--- src/rtl/core/assert_macros.svh ---
// Assertion macros used by the RTL of the axis PID PWM controller.
// Each macro expands to one labeled concurrent assertion on a clock and a reset.
`ifndef ASSERT_MACROS_SVH
`define ASSERT_MACROS_SVH

// The condition holds at every clock edge outside reset.
`define AXP_ASSERT_HOLDS(lbl, clk, rst, cond, msg) \
  lbl: assert property (@(posedge clk) disable iff (rst) (cond)) else $error(msg);

// The consequent holds in the same cycle as the antecedent.
`define AXP_ASSERT_IMPLIES(lbl, clk, rst, ante, cons, msg) \
  lbl: assert property (@(posedge clk) disable iff (rst) (ante) |-> (cons)) else $error(msg);

// The consequent holds in the cycle after the antecedent.
`define AXP_ASSERT_NEXT(lbl, clk, rst, ante, cons, msg) \
  lbl: assert property (@(posedge clk) disable iff (rst) (ante) |=> (cons)) else $error(msg);

`endif

--- src/rtl/core/axpid_pkg.sv ---
// Package of the axis PID PWM controller: constants, direction codes and stage types.
// No dependencies.
`timescale 1ns / 1ps

package axpid_pkg;

  // Direction codes of move_dir; codes above DirDown mean no move.
  localparam logic [2:0] DirNone  = 3'd0;
  localparam logic [2:0] DirRight = 3'd1;
  localparam logic [2:0] DirLeft  = 3'd2;
  localparam logic [2:0] DirUp    = 3'd3;
  localparam logic [2:0] DirDown  = 3'd4;

  // Configuration register indexes.
  localparam logic [1:0] RegGainP = 2'd0;
  localparam logic [1:0] RegGainI = 2'd1;
  localparam logic [1:0] RegGainD = 2'd2;

  localparam logic [11:0] ErrSumLimit = 12'd3000;
  localparam logic signed [9:0] DerrPos   = 10'sd300;
  localparam logic signed [9:0] DerrNeg   = -10'sd300;
  localparam logic signed [9:0] DerrStepP = 10'sd200;
  localparam logic signed [9:0] DerrStepN = -10'sd200;

  localparam logic [7:0] PwmFloorNear = 8'd135;
  localparam logic [7:0] PwmFloorFar  = 8'd140;
  localparam logic [7:0] PwmCeilNear  = 8'd160;
  localparam logic [7:0] PwmCeilFar   = 8'd200;

  localparam int SumW = 30;

  // One accepted control tick.
  typedef struct packed {
    logic [2:0]        move_dir;
    logic signed [9:0] target_horiz;
    logic signed [9:0] measured_horiz;
    logic signed [9:0] target_vert;
    logic signed [9:0] measured_vert;
    logic [31:0]       now_ms;
    logic [31:0]       move_begin_ms;
  } tick_t;

  // Multiplier operands after the state update.
  typedef struct packed {
    logic              quiet;
    logic              near;
    logic [9:0]        err;
    logic [11:0]       integ;
    logic signed [9:0] derr;
  } ops_t;

  // Registered products.
  typedef struct packed {
    logic                   quiet;
    logic                   near;
    logic signed [SumW-1:0] prod_p;
    logic signed [SumW-1:0] prod_i;
    logic signed [SumW-1:0] prod_d;
  } prod_t;

endpackage

--- src/rtl/core/axis_pid_pwm_controller.sv ---
// Axis PID controller with clamped PWM duty output.
// A word passes the input register, the operand and product registers and the output register.
// Throughput: one word per cycle while out_stall is low; the integral, previous error,
// direction and settle time update as a word leaves the input register.
// Reset (synchronous, active high) clears the gains, the controller state and
// empties the pipeline.
`timescale 1ns / 1ps
`include "assert_macros.svh"

module axis_pid_pwm_controller (
  input  logic              clk,
  input  logic              rst,
  input  logic              cfg_we,
  input  logic [1:0]        cfg_index,
  input  logic [15:0]       cfg_data,
  input  logic              in_valid,
  output logic              in_stall,
  input  logic [2:0]        move_dir,
  input  logic signed [9:0] target_horiz,
  input  logic signed [9:0] measured_horiz,
  input  logic signed [9:0] target_vert,
  input  logic signed [9:0] measured_vert,
  input  logic [31:0]       now_ms,
  input  logic [31:0]       move_begin_ms,
  output logic              out_valid,
  input  logic              out_stall,
  output logic [7:0]        pwm_duty
);

  logic signed [15:0] gain_proportional;
  logic signed [15:0] gain_integral;
  logic signed [15:0] gain_derivative;

  logic [31:0] settle_time, settle_time_next;
  logic [11:0] integral_sum, integral_sum_next;
  logic [9:0]  previous_error, previous_error_next;
  logic [2:0]  previous_dir;

  axpid_pkg::tick_t s0;
  axpid_pkg::ops_t  s1, s1_next;
  axpid_pkg::prod_t s2, s2_next;
  logic s0_valid, s1_valid, s2_valid;
  logic s0_adv, s1_adv, s2_adv;
  logic out_free, s2_free, s1_free, s0_free;
  logic [7:0] duty_next;

  // Each stage moves on when the one after it is empty or moving too.
  assign out_free = !out_valid || !out_stall;
  assign s2_adv   = s2_valid && out_free;
  assign s2_free  = !s2_valid || out_free;
  assign s1_adv   = s1_valid && s2_free;
  assign s1_free  = !s1_valid || s2_free;
  assign s0_adv   = s0_valid && s1_free;
  assign s0_free  = !s0_valid || s1_free;
  assign in_stall = !s0_free;

  always_ff @(posedge clk) begin
    if (rst) begin
      gain_proportional <= '0;
      gain_integral     <= '0;
      gain_derivative   <= '0;
    end else if (cfg_we) begin
      unique case (cfg_index)
        axpid_pkg::RegGainP: gain_proportional <= cfg_data;
        axpid_pkg::RegGainI: gain_integral     <= cfg_data;
        axpid_pkg::RegGainD: gain_derivative   <= cfg_data;
        default: ;
      endcase
    end
  end

  // State update and operand preparation for the word in the input register.
  logic              new_move, dir_change, is_horiz, is_vert, idle, settle_hit;
  logic [31:0]       settle_mid;
  logic [11:0]       integ_mid;
  logic [9:0]        perr_mid;
  logic signed [10:0] diff, diff_abs, err_step;
  logic [9:0]        err;
  logic [12:0]       isum;
  logic [11:0]       integ_new;
  logic signed [9:0] derr;

  always_comb begin
    new_move   = settle_time < s0.move_begin_ms;
    dir_change = previous_dir != s0.move_dir;
    settle_mid = new_move ? s0.move_begin_ms : settle_time;
    integ_mid  = (new_move || dir_change) ? '0 : integral_sum;
    perr_mid   = (new_move || dir_change) ? '0 : previous_error;

    is_horiz = (s0.move_dir == axpid_pkg::DirRight) || (s0.move_dir == axpid_pkg::DirLeft);
    is_vert  = (s0.move_dir == axpid_pkg::DirUp) || (s0.move_dir == axpid_pkg::DirDown);
    idle     = !(is_horiz || is_vert);

    if (is_horiz) begin
      diff = 11'(s0.target_horiz) - 11'(s0.measured_horiz);
    end else begin
      diff = 11'(s0.target_vert) - 11'(s0.measured_vert);
    end
    diff_abs = diff[10] ? -diff : diff;
    err      = diff_abs[9:0];

    settle_hit = !idle && ((err == '0) || (err <= 10'd1 && perr_mid > 10'd1));

    isum      = {1'b0, integ_mid} + 13'(err);
    integ_new = (isum > 13'(axpid_pkg::ErrSumLimit)) ? axpid_pkg::ErrSumLimit : isum[11:0];

    // 200 times the step, clamped to 300: any step of two or more saturates.
    err_step = $signed({1'b0, err}) - $signed({1'b0, perr_mid});
    if (err_step >= 11'sd2) begin
      derr = axpid_pkg::DerrPos;
    end else if (err_step <= -11'sd2) begin
      derr = axpid_pkg::DerrNeg;
    end else if (err_step == 11'sd1) begin
      derr = axpid_pkg::DerrStepP;
    end else if (err_step == -11'sd1) begin
      derr = axpid_pkg::DerrStepN;
    end else begin
      derr = '0;
    end

    settle_time_next    = settle_mid;
    integral_sum_next   = integ_mid;
    previous_error_next = perr_mid;
    if (settle_hit) begin
      settle_time_next    = s0.now_ms;
      integral_sum_next   = '0;
      previous_error_next = '0;
    end else if (!idle) begin
      integral_sum_next   = integ_new;
      previous_error_next = err;
    end

    s1_next.quiet = idle || settle_hit;
    s1_next.near  = err <= 10'd2;
    s1_next.err   = err;
    s1_next.integ = integ_new;
    s1_next.derr  = derr;
  end

  // Three products in parallel.
  always_comb begin
    s2_next.quiet  = s1.quiet;
    s2_next.near   = s1.near;
    s2_next.prod_p = axpid_pkg::SumW'(gain_proportional) * axpid_pkg::SumW'($signed({1'b0, s1.err}));
    s2_next.prod_i = axpid_pkg::SumW'(gain_integral) * axpid_pkg::SumW'($signed({1'b0, s1.integ}));
    s2_next.prod_d = axpid_pkg::SumW'(gain_derivative) * axpid_pkg::SumW'(s1.derr);
  end

  // Sum, truncate to an integer, saturate to 0..255, then floor and ceiling.
  logic signed [axpid_pkg::SumW-1:0] sum;
  logic [7:0] trunc, floor_pwm, ceil_pwm;
  logic [8:0] duty_raw;

  always_comb begin
    sum = s2.prod_p + s2.prod_i + s2.prod_d;
    if (sum <= 0) begin
      trunc = '0;
    end else if (|sum[axpid_pkg::SumW-1:16]) begin
      trunc = 8'hFF;
    end else begin
      trunc = sum[15:8];
    end
    floor_pwm = s2.near ? axpid_pkg::PwmFloorNear : axpid_pkg::PwmFloorFar;
    ceil_pwm  = s2.near ? axpid_pkg::PwmCeilNear : axpid_pkg::PwmCeilFar;
    duty_raw  = 9'(floor_pwm) + 9'(trunc);
    if (s2.quiet) begin
      duty_next = '0;
    end else if (duty_raw > 9'(ceil_pwm)) begin
      duty_next = ceil_pwm;
    end else begin
      duty_next = duty_raw[7:0];
    end
  end

  always_ff @(posedge clk) begin
    if (rst) begin
      s0_valid       <= 1'b0;
      s1_valid       <= 1'b0;
      s2_valid       <= 1'b0;
      out_valid      <= 1'b0;
      settle_time    <= '0;
      integral_sum   <= '0;
      previous_error <= '0;
      previous_dir   <= axpid_pkg::DirNone;
    end else begin
      if (s0_free) begin
        s0_valid <= in_valid;
      end
      if (s1_free) begin
        s1_valid <= s0_adv;
      end
      if (s2_free) begin
        s2_valid <= s1_adv;
      end
      if (out_free) begin
        out_valid <= s2_adv;
      end
      if (s0_adv) begin
        settle_time    <= settle_time_next;
        integral_sum   <= integral_sum_next;
        previous_error <= previous_error_next;
        previous_dir   <= s0.move_dir;
      end
    end
  end

  always_ff @(posedge clk) begin
    if (in_valid && s0_free) begin
      s0.move_dir       <= move_dir;
      s0.target_horiz   <= target_horiz;
      s0.measured_horiz <= measured_horiz;
      s0.target_vert    <= target_vert;
      s0.measured_vert  <= measured_vert;
      s0.now_ms         <= now_ms;
      s0.move_begin_ms  <= move_begin_ms;
    end
    if (s0_adv) begin
      s1 <= s1_next;
    end
    if (s1_adv) begin
      s2 <= s2_next;
    end
    if (s2_adv) begin
      pwm_duty <= duty_next;
    end
  end

  `AXP_ASSERT_HOLDS(a_integral_limit, clk, rst, integral_sum <= axpid_pkg::ErrSumLimit, "integral above its limit")
  `AXP_ASSERT_IMPLIES(a_duty_range, clk, rst, out_valid, pwm_duty == 8'd0 || (pwm_duty >= axpid_pkg::PwmFloorNear && pwm_duty <= axpid_pkg::PwmCeilFar), "duty outside its range")
  `AXP_ASSERT_NEXT(a_settle_clears, clk, rst, s0_adv && settle_hit, integral_sum == '0 && previous_error == '0, "settle did not clear the state")

endmodule

--- config.mk ---
export PLATFORM = sky130hd
export DESIGN_NAME = axis_pid_pwm_controller
export DESIGN_NICKNAME = d
export VERILOG_FILES = /design/src/rtl/core/axpid_pkg.sv /design/src/rtl/core/axis_pid_pwm_controller.sv
export VERILOG_INCLUDE_DIRS = /design/src /design/src/rtl/core
export SDC_FILE = /design/constraint.sdc
export NUM_CORES = 2
export LEC_CHECK = 0
export BUFFER_PORTS_ARGS = -buffer_cell sky130_fd_sc_hd__buf_4
export CORE_ASPECT_RATIO = 1.5
export CORE_MARGIN = 2
export CORE_UTILIZATION = 35
export DETAILED_ROUTE_END_ITERATION = 6
export PLACE_DENSITY = 0.59
export SLEW_MARGIN = 10
export SYNTH_ARGS = -nofsm -noshare
export SYNTH_HDL_FRONTEND = slang
export SYNTH_SLANG_ARGS = --single-unit
--- constraint.sdc ---
create_clock -name clk -period 6.9 [get_ports clk]
set_input_delay 1.035 -clock clk [delete_from_list [all_inputs] [get_ports clk]]
set_output_delay 1.035 -clock clk [all_outputs]
set_load 0.01 [all_outputs]
=== Word-level counts from Yosys, hierarchy flattened ===
Index checks and enable logic that the tools add are counted.

* Memory bits (read-only): 0
* Register bits: 350
* Input bits: 130
* Bits in writable memories: 0
* Memories kept: 0
* Bits in latches: 0
* Word-level logic and storage cells: 112

* Eq/ne operators: 9
* Shifts and indexed selects: 0
* Muxes and demuxes: 19
* Add/sub/neg operators: 8
* $lt $le $gt $ge: 9
* Multipliers: 3
* Reduce and logical (&&, ||, !) cells: 33
* Div/mod/pow operators: 0
* Bitwise operators: 0

{| class="wikitable"
|+ Operator list
! operator !! count
|-
| 2-to-1 mux 10 bit || 7
|-
| 2-to-1 mux 32 bit || 2
|-
| adder 30 bit || 2
|-
| 2-to-1 mux 12 bit || 4
|-
| subtractor 10 x 10 -> 11 bit || 3
|-
| less-than comparator 32 bit || 1
|-
| <= comparator 30 x 1 -> 1 bit (second input constant) || 1
|-
| multiplier 16 x 13 -> 29 bit || 1
|-
| multiplier 16 x 11 -> 27 bit || 1
|-
| multiplier 16 x 10 -> 26 bit || 1
|-
| 2-to-1 mux 8 bit || 3
|-
| OR reduction 14 bit || 1
|-
| adder 12 x 10 -> 13 bit || 1
|-
| > comparator 13 x 12 -> 1 bit (second input constant) || 1
|-
| equality test 11 x 1 -> 1 bit (second input constant) || 1
|-
| equality test 11 x 2 -> 1 bit (second input constant) || 1
|-
| >= comparator 11 x 3 -> 1 bit (second input constant) || 1
|-
| <= comparator 11 x 2 -> 1 bit (second input constant) || 1
|-
| 2-to-1 mux 11 bit || 1
|-
| > comparator 10 x 1 -> 1 bit (second input constant) || 1
|-
| <= comparator 10 x 1 -> 1 bit (second input constant) || 1
|-
| <= comparator 10 x 2 -> 1 bit (second input constant) || 1
|-
| zero test 10 bit || 1
|-
| logical OR 1 bit || 10
|-
| other kinds (18) || 33
|}

=== Logic depth before layout (Yosys ltp) ===
* Depth in word-level cells: 11
* Depth in mapped cells: 33

=== Worst setup path before layout ===
OpenSTA, ideal clock, no wires.

* Path type: input -> register
* Start point: input out_stall
* End point: register s0[0] (netlist bit), enable pin
* Path slack: 0.438 ns
* Path buffers: 0
* Stages on the path: 4
* Arrival: 5.888 ns
* Library setup time: 0.574 ns
* Path through: and3_1 -> nand3_1 -> inv_1 -> nor2_1

* Word-level cells in the longest chain between the ends: 6

{| class="wikitable"
|+ Ends and longest elaborated chain
! what !! RTL line !! text
|-
| start: declaration || axis_pid_pwm_controller.sv:26 || <nowiki>input logic out_stall,</nowiki>
|-
| zero test 1 bit || axis_pid_pwm_controller.sv:48 || <nowiki>assign out_free = !out_valid || !out_stall;</nowiki>
|-
| logical OR 1 bit || axis_pid_pwm_controller.sv:48 ||
|-
| logical OR 1 bit || axis_pid_pwm_controller.sv:50 || <nowiki>assign s2_free = !s2_valid || out_free;</nowiki>
|-
| logical OR 1 bit || axis_pid_pwm_controller.sv:52 || <nowiki>assign s1_free = !s1_valid || s2_free;</nowiki>
|-
| logical OR 1 bit || axis_pid_pwm_controller.sv:54 || <nowiki>assign s0_free = !s0_valid || s1_free;</nowiki>
|-
| logical AND 1 bit || axis_pid_pwm_controller.sv:208 || <nowiki>if (in_valid && s0_free) begin</nowiki>
|-
| end: declaration || axis_pid_pwm_controller.sv:39 || <nowiki>axpid_pkg::tick_t s0;</nowiki>
|}

No other way between the ends.
A chain may end at the register's enable or synchronous reset.

==> impl_metrics.yaml <==
route:
  drt_drc_violations_left: 0
  first_pass_iters: 5
  vias_per_cell: 4.892
  wl_per_cell_um: 17.25
  vias: 24270
  first_iter_violations: 1167
  ant_nets: 0
  routed_wl_um: 85580
die:
  core_area_um2: 98270
  die_y_um: 389.0
  die_width_um: 260.7
  ios: 140
  rows: 141
  start_util_pct: 35.20
  die_area_um2: 101400
clock_tree:
  cts_made_buffers: 40
  root_buffer: "clkbuf_16"
  tritoncts: "yes"
  cts.sinks: 335
  htree_levels: 2
  worstSkewPairLatency_ps: 590
  clockBufferDepth: 3
  path_clk_slew_ps: 70
pwr:
  p_leak_nw: 18.13
  p_clk_share_pct: 28.7
  peakVddDrop_mv: 0.2069
  seq_power_share_pct: 32.2
  pwr-share-comb_pct: 39.1
  power.internal_mw: 4.970
  p_total_mw: 7.945
  p_sw_mw: 2.975
  power_switching_share_pct: 37.45
  power.density_nw_per_um2: 205.7
sta:
  fin_crit_sh_pct: 93.76
  rsz0062_at_grt: "false"
  setup_viol: 0
  holdWs_ps: 473.0
  finalCriticalPeriod_ps: 6469
  max_freq_ghz: 0.1546
  max_slew_margin_pct: 26.45
  tns_ps: 0
  maxSlewViolCount: 0
  skew_ps: 28.76
  hold_violations: 0
  tightest_slew_ps: 1101
worst_setup_path:
  reg2regPathDepth: 20
  rrSetupSlack_ps: 430
  critical_path_class: "reg -> reg"
  crit_fanout: 16
  required_ps: 7240
  r2r_end: "s2[24]$_DFFE_PP_"
  worstPathArrival_ps: 6810
  worst_setup_path_end_kind: "flip-flop"
  cp-start-kind: "flip-flop"
  timing.rr.start: "s1[7]$_SDFFCE_PP0P_"
min_path:
  hp-class: "reg -> reg"
  min_path_cells: 2
  min_from: "previous_dir[1]$_SDFFE_PP0P_"
  min_to: "previous_dir[1]$_SDFFE_PP0P_"
synth:
  yosys_warnings: 0
  synth_cell_type_count: 92
  synthCells: 3522
  netlist_top_cells_area: "fa_1, edfxtp_1, ha_1"
  ys_ff_latch: 335
  async_flop_share_pct: 0
  ys_seq_area_share_pct: 25.93
  synth_area_leader_cell: "fa_1"
  avgSynthCellArea_um2: 9.821
  syn-cell-area_um2: 34590
  synth.net_count: 4411
  synth_top_area_share_pct: 26.57
  synth-edff-count: 226
  ys.flop_type: "edfxtp_1"
job:
  maxCapViolCount: 0
layout:
  mostFrequentLayoutCells: "inv_1, fa_1, nand2_1"
  design_area_um2: 38620
  final_nets: 4530
  antennaDiodeCount: 0
  final_common_cell: "inv_1"
  drive_above_1_share_pct: 8.522
  area_growth_pct: 11.66
  final_util_pct: 39.30
placed_design:
  port_buffers: 139
  dp_hpwl_um: 69800
  placed_cell_area_um2: 37160
  gp_congestion: 0.8748
global_route:
  overflow: 0
  grt_pass1_wl_um: 139200
  antenna_found_initial: 0
  grt_usage_pct: 17.51
  grt_max_degree: 77
  grt_pass1_vias: 26210
run_status:
  status: "completed"
## repair_timing
item	4_1_cts	5_1_grt
buffers inserted	0	0
hold buffers	0	0
gates resized for setup	0	7
setup endpoints to repair	0	5
## synthesized netlist by cell type, types with 4 or more instances
cell type,number
a32oi_1,6
a22oi_1,14
fa_1,459
o21bai_1,17
o211ai_1,9
or2_2,11
ha_1,300
a21boi_0,6
mux2i_1,40
o31a_1,4
inv_1,637
a21o_1,54
nor2b_1,20
nor3b_1,5
o21a_1,19
dfxtp_1,109
and3_1,21
a211oi_1,8
nand4_1,16
a31oi_1,11
o22ai_1,33
o21ai_0,39
and2_1,258
a21oi_1,149
buf_2,10
nor2_1,180
o31ai_1,7
clkbuf_1,97
or3_1,14
nand2_1,372
nor3_1,39
o21ai_1,11
nand3_1,41
a22o_1,6
nor4_1,6
a41oi_1,6
xnor2_1,90
xor2_1,42
edfxtp_1,226
a211o_1,8
buf_6,7
nand2b_1,30
## state kept, by name, summed over array words and instances, names as in the netlist, 3 cells and up
signal / count
gain_derivative: 16
settle_time: 32
gain_proportional: 16
previous_error: 10
pwm_duty: 8
s0: 107
gain_integral: 16
s1: 29
previous_dir: 3
s2: 82
integral_sum: 12
## critical path: stages, from the launching register on
cell and delay, ps:
edfxtp_1 780, nand2_1 230, fa_1 530, inv_1 60, fa_1 510, fa_1 540
fa_1 540, fa_1 510, ha_1 350, inv_1 70, o21bai_1 70, a21oi_1 240
o21bai_1 90, a21oi_1 270, o21ai_0 250, o41a_1 400, a41o_1 270, o21a_1 170
o21a_1 160, nor2_1 110, xnor2_1 80
## logic make-up (layout without fill, tap and decap cells)
kind of cell    Yosys count  after routing  synth area share, %
simple gates           1030           1030                14.47
fa+ha+maj               759            759                37.42
compound gates          466            466                9.141
xor+xnor                132            132                3.342
mux                      44             44                1.288
flops                   335            335                25.93
buf+inv                 756            907                8.414
## routing by layer
layer	wire (um)	vias up	global-route usage (%)
met5	0	-	0
met4	2915	0	5.434
met3	3114	143	2.270
met2	46910	508	33.87
met1	32640	12040	19.48
li1	-	11580	-
## how the worst max path moves through the flow
stage	from	endpoint	slack, ps	cells past startpoint
5_1_grt	s2[80]$_DFFE_PP_	pwm_duty[6]$_SDFFCE_PP0P_	6	26
6_report	s1[7]$_SDFFCE_PP0P_	s2[24]$_DFFE_PP_	430	20
3_5_place_dp	s2[2]$_DFFE_PP_	pwm_duty[6]$_SDFFCE_PP0P_	320	29
4_1_cts	s2[2]$_DFFE_PP_	pwm_duty[6]$_SDFFCE_PP0P_	270	29
2_1_floorplan	out_stall	s0[0]$_DFFE_PP_	440	4
3_3_place_gp	s2[2]$_DFFE_PP_	pwm_duty[6]$_SDFFCE_PP0P_	390	31
## cell type report
| cell class | count | area, um^2 |
|---|---|---|
| Fill cell | 9712 | 59640 |
| Multi-Input combinational cell | 2431 | 22770 |
| Clock inverter | 25 | 331.6 |
| Inverter | 639 | 2399 |
| Tap cell | 1287 | 1610 |
| Timing Repair Buffer | 194 | 1456 |
| Sequential cell | 335 | 8969 |
| Clock buffer | 49 | 1086 |
## metrics by stage
stage | std cells | worst slack (ps)
floorplan | 3522 | 438.0
global placement | 4886 | 385.3
detailed placement | 4886 | 320.8
CTS | 4960 | 265.9
global route | 4960 | 5.703
finish | 4960 | 430.7
## power groups by stage
stage	Combinational [mW]	Clock, mW	Sequential [mW]
finish	3.10	2.28	2.56
global placement	3.08	0	2.60
floorplan	2.23	0	2.48
detailed placement	3.10	0	2.60
CTS	3.13	2.34	2.56
global route	3.52	2.42	2.58
Power figures use the tool's default switching activity.
